`src/gdda_pkg.sv`:
```
// shared types and constants of the grid ray traversal block
package gdda_pkg;

   localparam int POS_W      = 12;
   localparam int FRAC_W     = 9;
   localparam int DIST_W     = 16;
   localparam int IDX_W      = 8;
   localparam int CELL_OUT_W = 4;
   localparam int QUAD_W     = 2;

   // item kinds
   localparam logic KIND_WRITE = 1'b0;
   localparam logic KIND_CAST  = 1'b1;

   // crossed grid line of a hit
   localparam logic SIDE_X = 1'b0;
   localparam logic SIDE_Y = 1'b1;

   // quadrant bits
   localparam int QUAD_X_POS_BIT = 1;
   localparam int QUAD_Y_POS_BIT = 0;

   typedef enum logic [2:0] {
      ST_CLEAR,
      ST_IDLE,
      ST_MUL_X,
      ST_MUL_Y,
      ST_WALK,
      ST_DONE
   } state_type;

endpackage

```
`src/grid_ray_dda_traversal_top.sv`:
```
// grid ray traversal top: wall map, setup multiply and step walker
//
//  channel | direction | handshake         | payload
//  --------+-----------+-------------------+-------------------------------------------
//  req     | in        | req_valid/stall   | kind, cell, wall, pos, fractions, steps, quad
//  rsp     | out       | rsp_valid/stall   | hit, side, distance, cell x, cell y
//
// a write item is taken in the idle state; a cast item holds the input with req_stall
// high through MUL_X, MUL_Y, WALK and DONE, and the walk enters at most MAX_STEPS cells
// the walk enters one cell per cycle: the map read of one step overlaps the
// next step, which is dropped if the returned cell is a wall
// after reset a clearing pass zeroes all GRID_SIZE * GRID_SIZE cells of the map,
// with req_stall high throughout
// a finished result waits in the rsp register; the next item is still taken,
// but a cast that ends while that result still waits holds with req_stall high
module grid_ray_dda_traversal_top #(
   parameter int GRID_SIZE = 16,
   parameter int FRAC_BITS = 8,
   parameter int MAX_STEPS = 16
) (
   input  logic                                clock,
   input  logic                                reset,
   // input items
   input  logic                                req_valid,
   output logic                                req_stall,
   input  logic                                req_kind,
   input  logic [gdda_pkg::IDX_W-1:0]          req_cell_index,
   input  logic                                req_cell_wall,
   input  logic [gdda_pkg::POS_W-1:0]          req_pos_x,
   input  logic [gdda_pkg::POS_W-1:0]          req_pos_y,
   input  logic [gdda_pkg::FRAC_W-1:0]         req_frac_x_neg,
   input  logic [gdda_pkg::FRAC_W-1:0]         req_frac_x_pos,
   input  logic [gdda_pkg::FRAC_W-1:0]         req_frac_y_neg,
   input  logic [gdda_pkg::FRAC_W-1:0]         req_frac_y_pos,
   input  logic [gdda_pkg::DIST_W-1:0]         req_step_dist_x,
   input  logic [gdda_pkg::DIST_W-1:0]         req_step_dist_y,
   input  logic [gdda_pkg::QUAD_W-1:0]         req_quadrant,
   // result items
   output logic                                rsp_valid,
   input  logic                                rsp_stall,
   output logic                                rsp_hit,
   output logic                                rsp_hit_side,
   output logic [gdda_pkg::DIST_W-1:0]         rsp_hit_distance,
   output logic [gdda_pkg::CELL_OUT_W-1:0]     rsp_hit_cell_x,
   output logic [gdda_pkg::CELL_OUT_W-1:0]     rsp_hit_cell_y
);

   localparam int CELL_COUNT = GRID_SIZE * GRID_SIZE;
   localparam int AW         = $clog2(CELL_COUNT);
   localparam int CW         = $clog2(GRID_SIZE);
   localparam int SW         = $clog2(MAX_STEPS + 1);
   localparam int CNT_W      = $clog2(CELL_COUNT + 1);
   localparam int CMP_W      = (CNT_W > gdda_pkg::IDX_W) ? CNT_W : gdda_pkg::IDX_W;
   localparam int MOD_W      = 16;
   localparam int MOD_STEPS  = 8;

   // fsm
   gdda_pkg::state_type state_ff, state_in;

   // clearing pass
   logic [AW-1:0] clr_ff, clr_in;
   logic          clr_last;

   // ray setup
   logic [gdda_pkg::FRAC_W-1:0] fx_ff, fx_in, fy_ff, fy_in;
   logic [gdda_pkg::DIST_W-1:0] dx_ff, dx_in, dy_ff, dy_in;
   logic                        xpos_ff, xpos_in, ypos_ff, ypos_in;

   // walk cursor
   logic [gdda_pkg::DIST_W-1:0] sx_ff, sx_in, sy_ff, sy_in;
   logic [CW-1:0]               mx_ff, mx_in, my_ff, my_in;
   logic [SW-1:0]               steps_ff, steps_in;

   // step whose map read is in flight
   logic                        pend_valid_ff, pend_valid_in;
   logic                        pend_side_ff, pend_side_in;
   logic [gdda_pkg::DIST_W-1:0] pend_dist_ff, pend_dist_in;
   logic [CW-1:0]               pend_cx_ff, pend_cx_in, pend_cy_ff, pend_cy_in;
   logic                        res_hit_ff, res_hit_in;

   // result register
   logic                            rsp_valid_ff, rsp_valid_in;
   logic                            rsp_hit_ff, rsp_hit_in;
   logic                            rsp_side_ff, rsp_side_in;
   logic [gdda_pkg::DIST_W-1:0]     rsp_dist_ff, rsp_dist_in;
   logic [gdda_pkg::CELL_OUT_W-1:0] rsp_cx_ff, rsp_cx_in, rsp_cy_ff, rsp_cy_in;

   // combinational
   logic                        req_acc;
   logic                        rsp_free;
   logic                        wr_in_range;
   logic                        mem_wr_en;
   logic [AW-1:0]               mem_wr_addr;
   logic                        mem_wr_data;
   logic [AW-1:0]               mem_rd_addr;
   logic                        mem_rd_data;
   logic [gdda_pkg::FRAC_W-1:0] scale_frac;
   logic [gdda_pkg::DIST_W-1:0] scale_dist;
   logic [gdda_pkg::DIST_W-1:0] scale_out;
   logic [MOD_W-1:0]            cell_x_mod, cell_y_mod;
   logic                        take_x;
   logic [CW-1:0]               next_cx, next_cy, step_cx, step_cy;
   logic                        pend_hit;
   logic                        walk_fin;
   logic                        walk_issue;

   gdda_map #(
      .DEPTH (CELL_COUNT),
      .AW    (AW)
   ) u_map (
      .clock   (clock),
      .wr_en   (mem_wr_en),
      .wr_addr (mem_wr_addr),
      .wr_data (mem_wr_data),
      .rd_addr (mem_rd_addr),
      .rd_data (mem_rd_data)
   );

   // one multiplier shared by both axes, x in state MUL_X and y in state MUL_Y
   gdda_scale #(
      .FRAC_BITS (FRAC_BITS)
   ) u_scale (
      .frac      (scale_frac),
      .step_dist (scale_dist),
      .scaled    (scale_out)
   );

   assign scale_frac = (state_ff == gdda_pkg::ST_MUL_X) ? fx_ff : fy_ff;
   assign scale_dist = (state_ff == gdda_pkg::ST_MUL_X) ? dx_ff : dy_ff;

   // start cell: integer part of the position, wrapped into the grid by
   // restoring subtraction of shifted grid sizes
   always_comb begin
      cell_x_mod = MOD_W'(req_pos_x >> FRAC_BITS);
      cell_y_mod = MOD_W'(req_pos_y >> FRAC_BITS);
      for (int k = MOD_STEPS - 1; k >= 0; k--) begin
         if (cell_x_mod >= (MOD_W'(GRID_SIZE) << k)) begin
            cell_x_mod = cell_x_mod - (MOD_W'(GRID_SIZE) << k);
         end
         if (cell_y_mod >= (MOD_W'(GRID_SIZE) << k)) begin
            cell_y_mod = cell_y_mod - (MOD_W'(GRID_SIZE) << k);
         end
      end
   end

   // step decision, ties go to y
   assign take_x  = sx_ff < sy_ff;
   assign next_cx = xpos_ff ? ((mx_ff == CW'(GRID_SIZE - 1)) ? '0 : mx_ff + 1'b1)
                            : ((mx_ff == '0) ? CW'(GRID_SIZE - 1) : mx_ff - 1'b1);
   assign next_cy = ypos_ff ? ((my_ff == CW'(GRID_SIZE - 1)) ? '0 : my_ff + 1'b1)
                            : ((my_ff == '0) ? CW'(GRID_SIZE - 1) : my_ff - 1'b1);
   assign step_cx = take_x ? next_cx : mx_ff;
   assign step_cy = take_x ? my_ff : next_cy;

   assign mem_rd_addr = AW'(step_cy) * AW'(GRID_SIZE) + AW'(step_cx);

   assign pend_hit = pend_valid_ff && mem_rd_data;
   assign walk_fin = pend_hit || (steps_ff == SW'(MAX_STEPS));

   assign rsp_free    = !rsp_valid_ff || !rsp_stall;
   assign clr_last    = clr_ff == AW'(CELL_COUNT - 1);
   assign wr_in_range = CMP_W'(req_cell_index) < CMP_W'(CELL_COUNT);

   // next state
   always_comb begin
      state_in = state_ff;
      unique case (state_ff)
         gdda_pkg::ST_CLEAR: begin
            if (clr_last) begin
               state_in = gdda_pkg::ST_IDLE;
            end
         end
         gdda_pkg::ST_IDLE: begin
            if (req_valid && req_kind == gdda_pkg::KIND_CAST) begin
               state_in = gdda_pkg::ST_MUL_X;
            end
         end
         gdda_pkg::ST_MUL_X: state_in = gdda_pkg::ST_MUL_Y;
         gdda_pkg::ST_MUL_Y: state_in = gdda_pkg::ST_WALK;
         gdda_pkg::ST_WALK: begin
            if (walk_fin) begin
               state_in = gdda_pkg::ST_DONE;
            end
         end
         gdda_pkg::ST_DONE: begin
            if (rsp_free) begin
               state_in = gdda_pkg::ST_IDLE;
            end
         end
         default: state_in = gdda_pkg::ST_IDLE;
      endcase
   end

   // fsm outputs
   always_comb begin
      req_stall   = 1'b1;
      req_acc     = 1'b0;
      mem_wr_en   = 1'b0;
      mem_wr_addr = clr_ff;
      mem_wr_data = 1'b0;
      walk_issue  = 1'b0;
      unique case (state_ff)
         gdda_pkg::ST_CLEAR: begin
            mem_wr_en = 1'b1;
         end
         gdda_pkg::ST_IDLE: begin
            req_stall = 1'b0;
            req_acc   = req_valid;
            if (req_valid && req_kind == gdda_pkg::KIND_WRITE && wr_in_range) begin
               mem_wr_en   = 1'b1;
               mem_wr_addr = AW'(req_cell_index);
               mem_wr_data = req_cell_wall;
            end
         end
         gdda_pkg::ST_WALK: begin
            walk_issue = !walk_fin;
         end
         default: begin
         end
      endcase
   end

   // datapath next values
   always_comb begin
      clr_in        = clr_ff;
      fx_in         = fx_ff;
      fy_in         = fy_ff;
      dx_in         = dx_ff;
      dy_in         = dy_ff;
      xpos_in       = xpos_ff;
      ypos_in       = ypos_ff;
      sx_in         = sx_ff;
      sy_in         = sy_ff;
      mx_in         = mx_ff;
      my_in         = my_ff;
      steps_in      = steps_ff;
      pend_valid_in = pend_valid_ff;
      pend_side_in  = pend_side_ff;
      pend_dist_in  = pend_dist_ff;
      pend_cx_in    = pend_cx_ff;
      pend_cy_in    = pend_cy_ff;
      res_hit_in    = res_hit_ff;

      if (state_ff == gdda_pkg::ST_CLEAR) begin
         clr_in = clr_ff + 1'b1;
      end

      if (req_acc && req_kind == gdda_pkg::KIND_CAST) begin
         xpos_in = req_quadrant[gdda_pkg::QUAD_X_POS_BIT];
         ypos_in = req_quadrant[gdda_pkg::QUAD_Y_POS_BIT];
         fx_in   = req_quadrant[gdda_pkg::QUAD_X_POS_BIT] ? req_frac_x_pos : req_frac_x_neg;
         fy_in   = req_quadrant[gdda_pkg::QUAD_Y_POS_BIT] ? req_frac_y_pos : req_frac_y_neg;
         dx_in   = req_step_dist_x;
         dy_in   = req_step_dist_y;
         mx_in   = CW'(cell_x_mod);
         my_in   = CW'(cell_y_mod);
      end

      if (state_ff == gdda_pkg::ST_MUL_X) begin
         sx_in = scale_out;
      end

      if (state_ff == gdda_pkg::ST_MUL_Y) begin
         sy_in         = scale_out;
         steps_in      = '0;
         pend_valid_in = 1'b0;
      end

      if (walk_issue) begin
         // advance as if the entered cell is empty; dropped on a hit
         pend_valid_in = 1'b1;
         pend_cx_in    = step_cx;
         pend_cy_in    = step_cy;
         steps_in      = steps_ff + 1'b1;
         mx_in         = step_cx;
         my_in         = step_cy;
         if (take_x) begin
            pend_side_in = gdda_pkg::SIDE_X;
            pend_dist_in = sx_ff;
            sx_in        = sx_ff + dx_ff;
         end else begin
            pend_side_in = gdda_pkg::SIDE_Y;
            pend_dist_in = sy_ff;
            sy_in        = sy_ff + dy_ff;
         end
      end

      if (state_ff == gdda_pkg::ST_WALK && walk_fin) begin
         res_hit_in = pend_hit;
      end
   end

   // result register
   always_comb begin
      rsp_valid_in = rsp_valid_ff;
      rsp_hit_in   = rsp_hit_ff;
      rsp_side_in  = rsp_side_ff;
      rsp_dist_in  = rsp_dist_ff;
      rsp_cx_in    = rsp_cx_ff;
      rsp_cy_in    = rsp_cy_ff;
      if (state_ff == gdda_pkg::ST_DONE && rsp_free) begin
         rsp_valid_in = 1'b1;
         rsp_hit_in   = res_hit_ff;
         // a miss reports all fields zero
         rsp_side_in  = res_hit_ff ? pend_side_ff : gdda_pkg::SIDE_X;
         rsp_dist_in  = res_hit_ff ? pend_dist_ff : '0;
         rsp_cx_in    = res_hit_ff ? gdda_pkg::CELL_OUT_W'(pend_cx_ff) : '0;
         rsp_cy_in    = res_hit_ff ? gdda_pkg::CELL_OUT_W'(pend_cy_ff) : '0;
      end else if (!rsp_stall) begin
         rsp_valid_in = 1'b0;
      end
   end

   always_ff @(posedge clock) begin
      if (reset) begin
         state_ff      <= gdda_pkg::ST_CLEAR;
         clr_ff        <= '0;
         steps_ff      <= '0;
         pend_valid_ff <= 1'b0;
         rsp_valid_ff  <= 1'b0;
      end else begin
         state_ff      <= state_in;
         clr_ff        <= clr_in;
         steps_ff      <= steps_in;
         pend_valid_ff <= pend_valid_in;
         rsp_valid_ff  <= rsp_valid_in;
      end
   end

   always_ff @(posedge clock) begin
      fx_ff        <= fx_in;
      fy_ff        <= fy_in;
      dx_ff        <= dx_in;
      dy_ff        <= dy_in;
      xpos_ff      <= xpos_in;
      ypos_ff      <= ypos_in;
      sx_ff        <= sx_in;
      sy_ff        <= sy_in;
      mx_ff        <= mx_in;
      my_ff        <= my_in;
      pend_side_ff <= pend_side_in;
      pend_dist_ff <= pend_dist_in;
      pend_cx_ff   <= pend_cx_in;
      pend_cy_ff   <= pend_cy_in;
      res_hit_ff   <= res_hit_in;
      rsp_hit_ff   <= rsp_hit_in;
      rsp_side_ff  <= rsp_side_in;
      rsp_dist_ff  <= rsp_dist_in;
      rsp_cx_ff    <= rsp_cx_in;
      rsp_cy_ff    <= rsp_cy_in;
   end

   assign rsp_valid        = rsp_valid_ff;
   assign rsp_hit          = rsp_hit_ff;
   assign rsp_hit_side     = rsp_side_ff;
   assign rsp_hit_distance = rsp_dist_ff;
   assign rsp_hit_cell_x   = rsp_cx_ff;
   assign rsp_hit_cell_y   = rsp_cy_ff;

`ifndef NO_ASSERTIONS
   // the walk never issues more than the step limit
   a_steps_bound: assert property (@(posedge clock) disable iff (reset)
      state_ff == gdda_pkg::ST_WALK |-> steps_ff <= SW'(MAX_STEPS))
      else $error("walk step count beyond limit");

   // the map is not written while a ray is being walked
   a_no_write_in_walk: assert property (@(posedge clock) disable iff (reset)
      state_ff == gdda_pkg::ST_WALK |-> !mem_wr_en)
      else $error("map write during walk");

   // the cursor stays inside the grid
   a_cursor_in_grid: assert property (@(posedge clock) disable iff (reset)
      state_ff == gdda_pkg::ST_WALK |->
         (mx_ff <= CW'(GRID_SIZE - 1)) && (my_ff <= CW'(GRID_SIZE - 1)))
      else $error("walk cursor outside grid");

   // a new result only comes out of the done state
   a_rsp_from_done: assert property (@(posedge clock) disable iff (reset)
      $rose(rsp_valid_ff) |-> $past(state_ff) == gdda_pkg::ST_DONE)
      else $error("result raised outside done state");
`endif

endmodule

```
`src/gdda_map.sv`:
```
// wall map memory, one write port and one registered read port
module gdda_map #(
   parameter int DEPTH = 256,
   parameter int AW    = 8
) (
   input  logic          clock,
   input  logic          wr_en,
   input  logic [AW-1:0] wr_addr,
   input  logic          wr_data,
   input  logic [AW-1:0] rd_addr,
   output logic          rd_data
);

   logic mem [DEPTH];
   logic rd_data_ff;

   always_ff @(posedge clock) begin
      if (wr_en) begin
         mem[wr_addr] <= wr_data;
      end
   end

   always_ff @(posedge clock) begin
      rd_data_ff <= mem[rd_addr];
   end

   assign rd_data = rd_data_ff;

endmodule

```
`src/gdda_scale.sv`:
```
// initial side distance: (frac * step distance) >> FRAC_BITS, kept to 16 bits
module gdda_scale #(
   parameter int FRAC_BITS = 8
) (
   input  logic [gdda_pkg::FRAC_W-1:0] frac,
   input  logic [gdda_pkg::DIST_W-1:0] step_dist,
   output logic [gdda_pkg::DIST_W-1:0] scaled
);

   localparam int PROD_W = gdda_pkg::FRAC_W + gdda_pkg::DIST_W;

   logic [PROD_W-1:0] prod;

   assign prod   = PROD_W'(frac) * PROD_W'(step_dist);
   assign scaled = gdda_pkg::DIST_W'(prod >> FRAC_BITS);

endmodule

```
`config.mk`:
```
export PLATFORM = sky130hd
export DESIGN_NAME = grid_ray_dda_traversal_top
export DESIGN_NICKNAME = d
export VERILOG_FILES = /design/src/gdda_pkg.sv /design/src/grid_ray_dda_traversal_top.sv /design/src/gdda_map.sv /design/src/gdda_scale.sv
export SDC_FILE = /design/constraint.sdc
export NUM_CORES = 1
export LEC_CHECK = 0
export BUFFER_PORTS_ARGS = -buffer_cell sky130_fd_sc_hd__buf_2
export CAP_MARGIN = 5
export CORE_MARGIN = 1.5
export CORE_UTILIZATION = 60
export CTS_CLUSTER_SIZE = 25
export DETAILED_ROUTE_END_ITERATION = 10
export PLACE_DENSITY = 0.79
export SLEW_MARGIN = 20
export SYNTH_ARGS = -nofsm -noshare
export SYNTH_HDL_FRONTEND = slang
export SYNTH_SLANG_ARGS = --single-unit
```
`constraint.sdc`:
```
create_clock -name clock -period 7.6 [get_ports clock]
set_input_delay 1.52 -clock clock [delete_from_list [all_inputs] [get_ports clock]]
set_output_delay 1.52 -clock clock [all_outputs]
set_load 0.01 [all_outputs]
```
==> flow_summary.json <==
{
  "nets": 2544,
  "avgSynthCellArea_um2": 11.1,
  "final.min_clock_period_ns": 6.79,
  "yosys-top-cells-area": "edfxtp_1, fa_1, nor2_1",
  "clock_latency_ns": 0.59,
  "numPortBuffers": 119,
  "syn2layout_area_growth_pct": 10.7,
  "ant_nets": 0,
  "worst_pin_slew_ns": 1.17,
  "drt-pass1-iter-count": 5,
  "maxCapViolCount": 0,
  "synth_top_area_share_pct": 46.2,
  "avgRoutedWirePerCell_um": 20.4,
  "cts_resized": 0,
  "antenna_found_initial": 0,
  "drc_errors": 0,
  "synth_top_area_cell": "edfxtp_1",
  "hold_path_class": "reg2reg",
  "regToRegStartpoint": "state_ff[2]$_SDFFE_PP0P_",
  "synth_edf_count": 368,
  "start_util_pct": 61.3,
  "setup_violations": 0,
  "final_max_slew_viol_count": 0,
  "antenna_cells": 0,
  "endpoint_kind": "flop",
  "dpl.hpwl_um": 38100,
  "coreArea_um2": 39000,
  "synth_fp_nets": 2447,
  "tritoncts": "done",
  "grt_pass1_vias": 17000,
  "max_clock_freq_ghz": 0.147,
  "n_fill_cell": 2787,
  "numClockSinks": 419,
  "async_flop_share_pct": 0,
  "critPathRequiredTime_ns": 8.00,
  "row_count": 72,
  "synth_ff_type": "edfxtp_1",
  "crit_arrival_ns": 7.18,
  "syn_area_um2": 23900,
  "post_cts_buffers": 0,
  "rsz0062_at_grt": "false",
  "synth_common_cells": "nor2_1, edfxtp_1, nand2_1",
  "gr-total-overflow": 0,
  "yosysSeqAreaShare_pct": 50.4,
  "fin_worst_skew_ns": 0.0366,
  "critical_path_peak_fanout": 52,
  "vias": 16700,
  "start_kind": "flop",
  "max-clock-path-buffers": 3,
  "rrSetupSlack_ns": 0.81,
  "ctsRootBufferMaster": "clkbuf_16",
  "fin_tns_setup_ns": 0,
  "grt_max_degree": 95,
  "viasPerCell": 5.98,
  "status": "complete, no violations",
  "worstRegToRegCells": 25,
  "place.gp.congestion": 0.880,
  "hold_viol": 0,
  "ys_warn_count": 0,
  "htree_levels": 2,
  "crit_end": "sy_ff[14]$_DFF_P_",
  "multi_input_area_um2": 10800,
  "worstSetupPathType": "reg2reg",
  "die_x_um": 203,
  "drt-total-wl_um": 57000,
  "syn_inst": 2147,
  "clk_pin_slew_ns": 0.06,
  "max_slew_margin_pct": 21.5,
  "drt-initial-drc-count": 1542,
  "grtUsageTotal_pct": 28.4,
  "drive_above_1_share_pct": 14.1,
  "worstSetupStartpoint": "state_ff[2]$_SDFFE_PP0P_",
  "ys_seq_elements": 419,
  "worst_r2r_endpoint": "sy_ff[14]$_DFF_P_",
  "pin_count": 136,
  "grt_pass1_wl_um": 90000,
  "synth_most_common_cell": "nor2_1",
  "ys_types": 63,
  "fin_crit_sh_pct": 89.3,
  "seqCellArea_um2": 12100,
  "dieArea_um2": 41100,
  "cts_buffers": 44,
  "ctsHoldBuffers": 0,
  "die-height_um": 203
}
==> routing by layer <==
metal	routed length, µm	track usage [%]
met1	22100	36.6
met5	0	0
met3	4480	4.48
met2	28100	48.0
met4	2260	12.5
==> registers in the layout (all words and copies together), names as in the netlist, 5 cells and up <==
name	count
clr_ff	8
steps_ff	5
fx_ff	9
fy_ff	9
u_map.mem	256
pend_dist_ff	16
sx_ff	16
dy_ff	16
sy_ff	16
dx_ff	16
rsp_hit_distance	16
==> per-stage QoR <==
| stage | hold slack (ns) | instances | util (%) | setup WS, ns | cell area, µm² |
|---|---|---|---|---|---|
| after floorplan | 0.418 | 2147 | - | 1.31 | 23900 |
| after global placement | 0.433 | 2715 | 64.0 | 1.02 | 25000 |
| after CTS | 0.452 | 2797 | 67.8 | 0.862 | 26400 |
| after global routing | 0.475 | 2798 | 67.9 | 0.332 | 26500 |
| after detailed placement | 0.444 | 2715 | 64.0 | 0.987 | 25000 |
| final | 0.449 | 2798 | 67.9 | 0.815 | 26500 |
==> critical path, cell delays in order (launching register included) <==
cell and delay, ns:
dfxtp_1 0.40, nor3b_2 0.28, buf_12 0.31, nand2_1 0.09, nand2_1 0.40, nand2_1 0.16
fa_1 0.57, inv_1 0.06, fa_1 0.50, inv_1 0.05, fa_1 0.54, inv_1 0.05
fa_1 0.46, ha_1 0.31, a21oi_1 0.17, o41ai_2 0.16, o311ai_1 0.42, a31oi_1 0.22
o21ai_1 0.22, nor2_1 0.10, o31a_1 0.33, or3_1 0.32, nand3_1 0.11, nor2_1 0.06
a21oi_1 0.12, o21ai_0 0.10
==> cell usage in the layout (no fill, tap or decap), types with 24 or more instances in the layout <==
| cell | netlist | layout |
|---|---|---|
| a21oi_1 | 63 | 62 |
| and2_1 | 29 | 28 |
| buf_2 | 6 | 119 |
| buf_4 | 0 | 29 |
| clkbuf_16 | 0 | 44 |
| dfxtp_1 | 51 | 51 |
| edfxtp_1 | 368 | 368 |
| fa_1 | 99 | 99 |
| ha_1 | 93 | 93 |
| inv_1 | 162 | 162 |
| mux2i_1 | 52 | 51 |
| mux4_2 | 64 | 64 |
| nand2_1 | 286 | 286 |
| nand3_1 | 35 | 35 |
| nor2_1 | 413 | 412 |
| o21ai_0 | 75 | 75 |
| xnor2_1 | 24 | 24 |
==> cell type report <==
class	instances	share of cell area [%]
multi-input cells	1464	40.8
repair buffers	150	3.25
inverters	165	2.35
flip-flops and latches	419	45.6
clock buffers	53	4.40
clock inverters	29	1.15
well taps	518	2.45
==> worst min path at each step <==
stage / startpoint / endpoint / slack (ns) / cells past startpoint
floorplan: steps_ff[4]$_SDFFE_PP0P_ / steps_ff[4]$_SDFFE_PP0P_ / 0.42 / 1
global placement: steps_ff[4]$_SDFFE_PP0P_ / steps_ff[4]$_SDFFE_PP0P_ / 0.43 / 1
detailed placement: pend_valid_ff$_SDFFE_PP0P_ / pend_valid_ff$_SDFFE_PP0P_ / 0.44 / 2
CTS: pend_valid_ff$_SDFFE_PP0P_ / pend_valid_ff$_SDFFE_PP0P_ / 0.45 / 2
global route: pend_valid_ff$_SDFFE_PP0P_ / pend_valid_ff$_SDFFE_PP0P_ / 0.48 / 2
finish: pend_valid_ff$_SDFFE_PP0P_ / pend_valid_ff$_SDFFE_PP0P_ / 0.45 / 2
==> cells by family (layout without fill, tap and decap cells) <==
| group | count (synthesis) | in the layout | synth area share (%) |
|---|---|---|---|
| mux | 137 | 137 | 9.21 |
| fa+ha+maj | 192 | 192 | 13.1 |
| flops | 419 | 419 | 50.4 |
| compound gates | 248 | 248 | 6.55 |
| buf+inv | 264 | 397 | 4.51 |
| xor+xnor | 41 | 41 | 1.50 |
| simple gates | 846 | 846 | 14.6 |
Power is not shown: default switching activity piles up to over one toggle a cycle in this logic, so the estimate is an artifact.
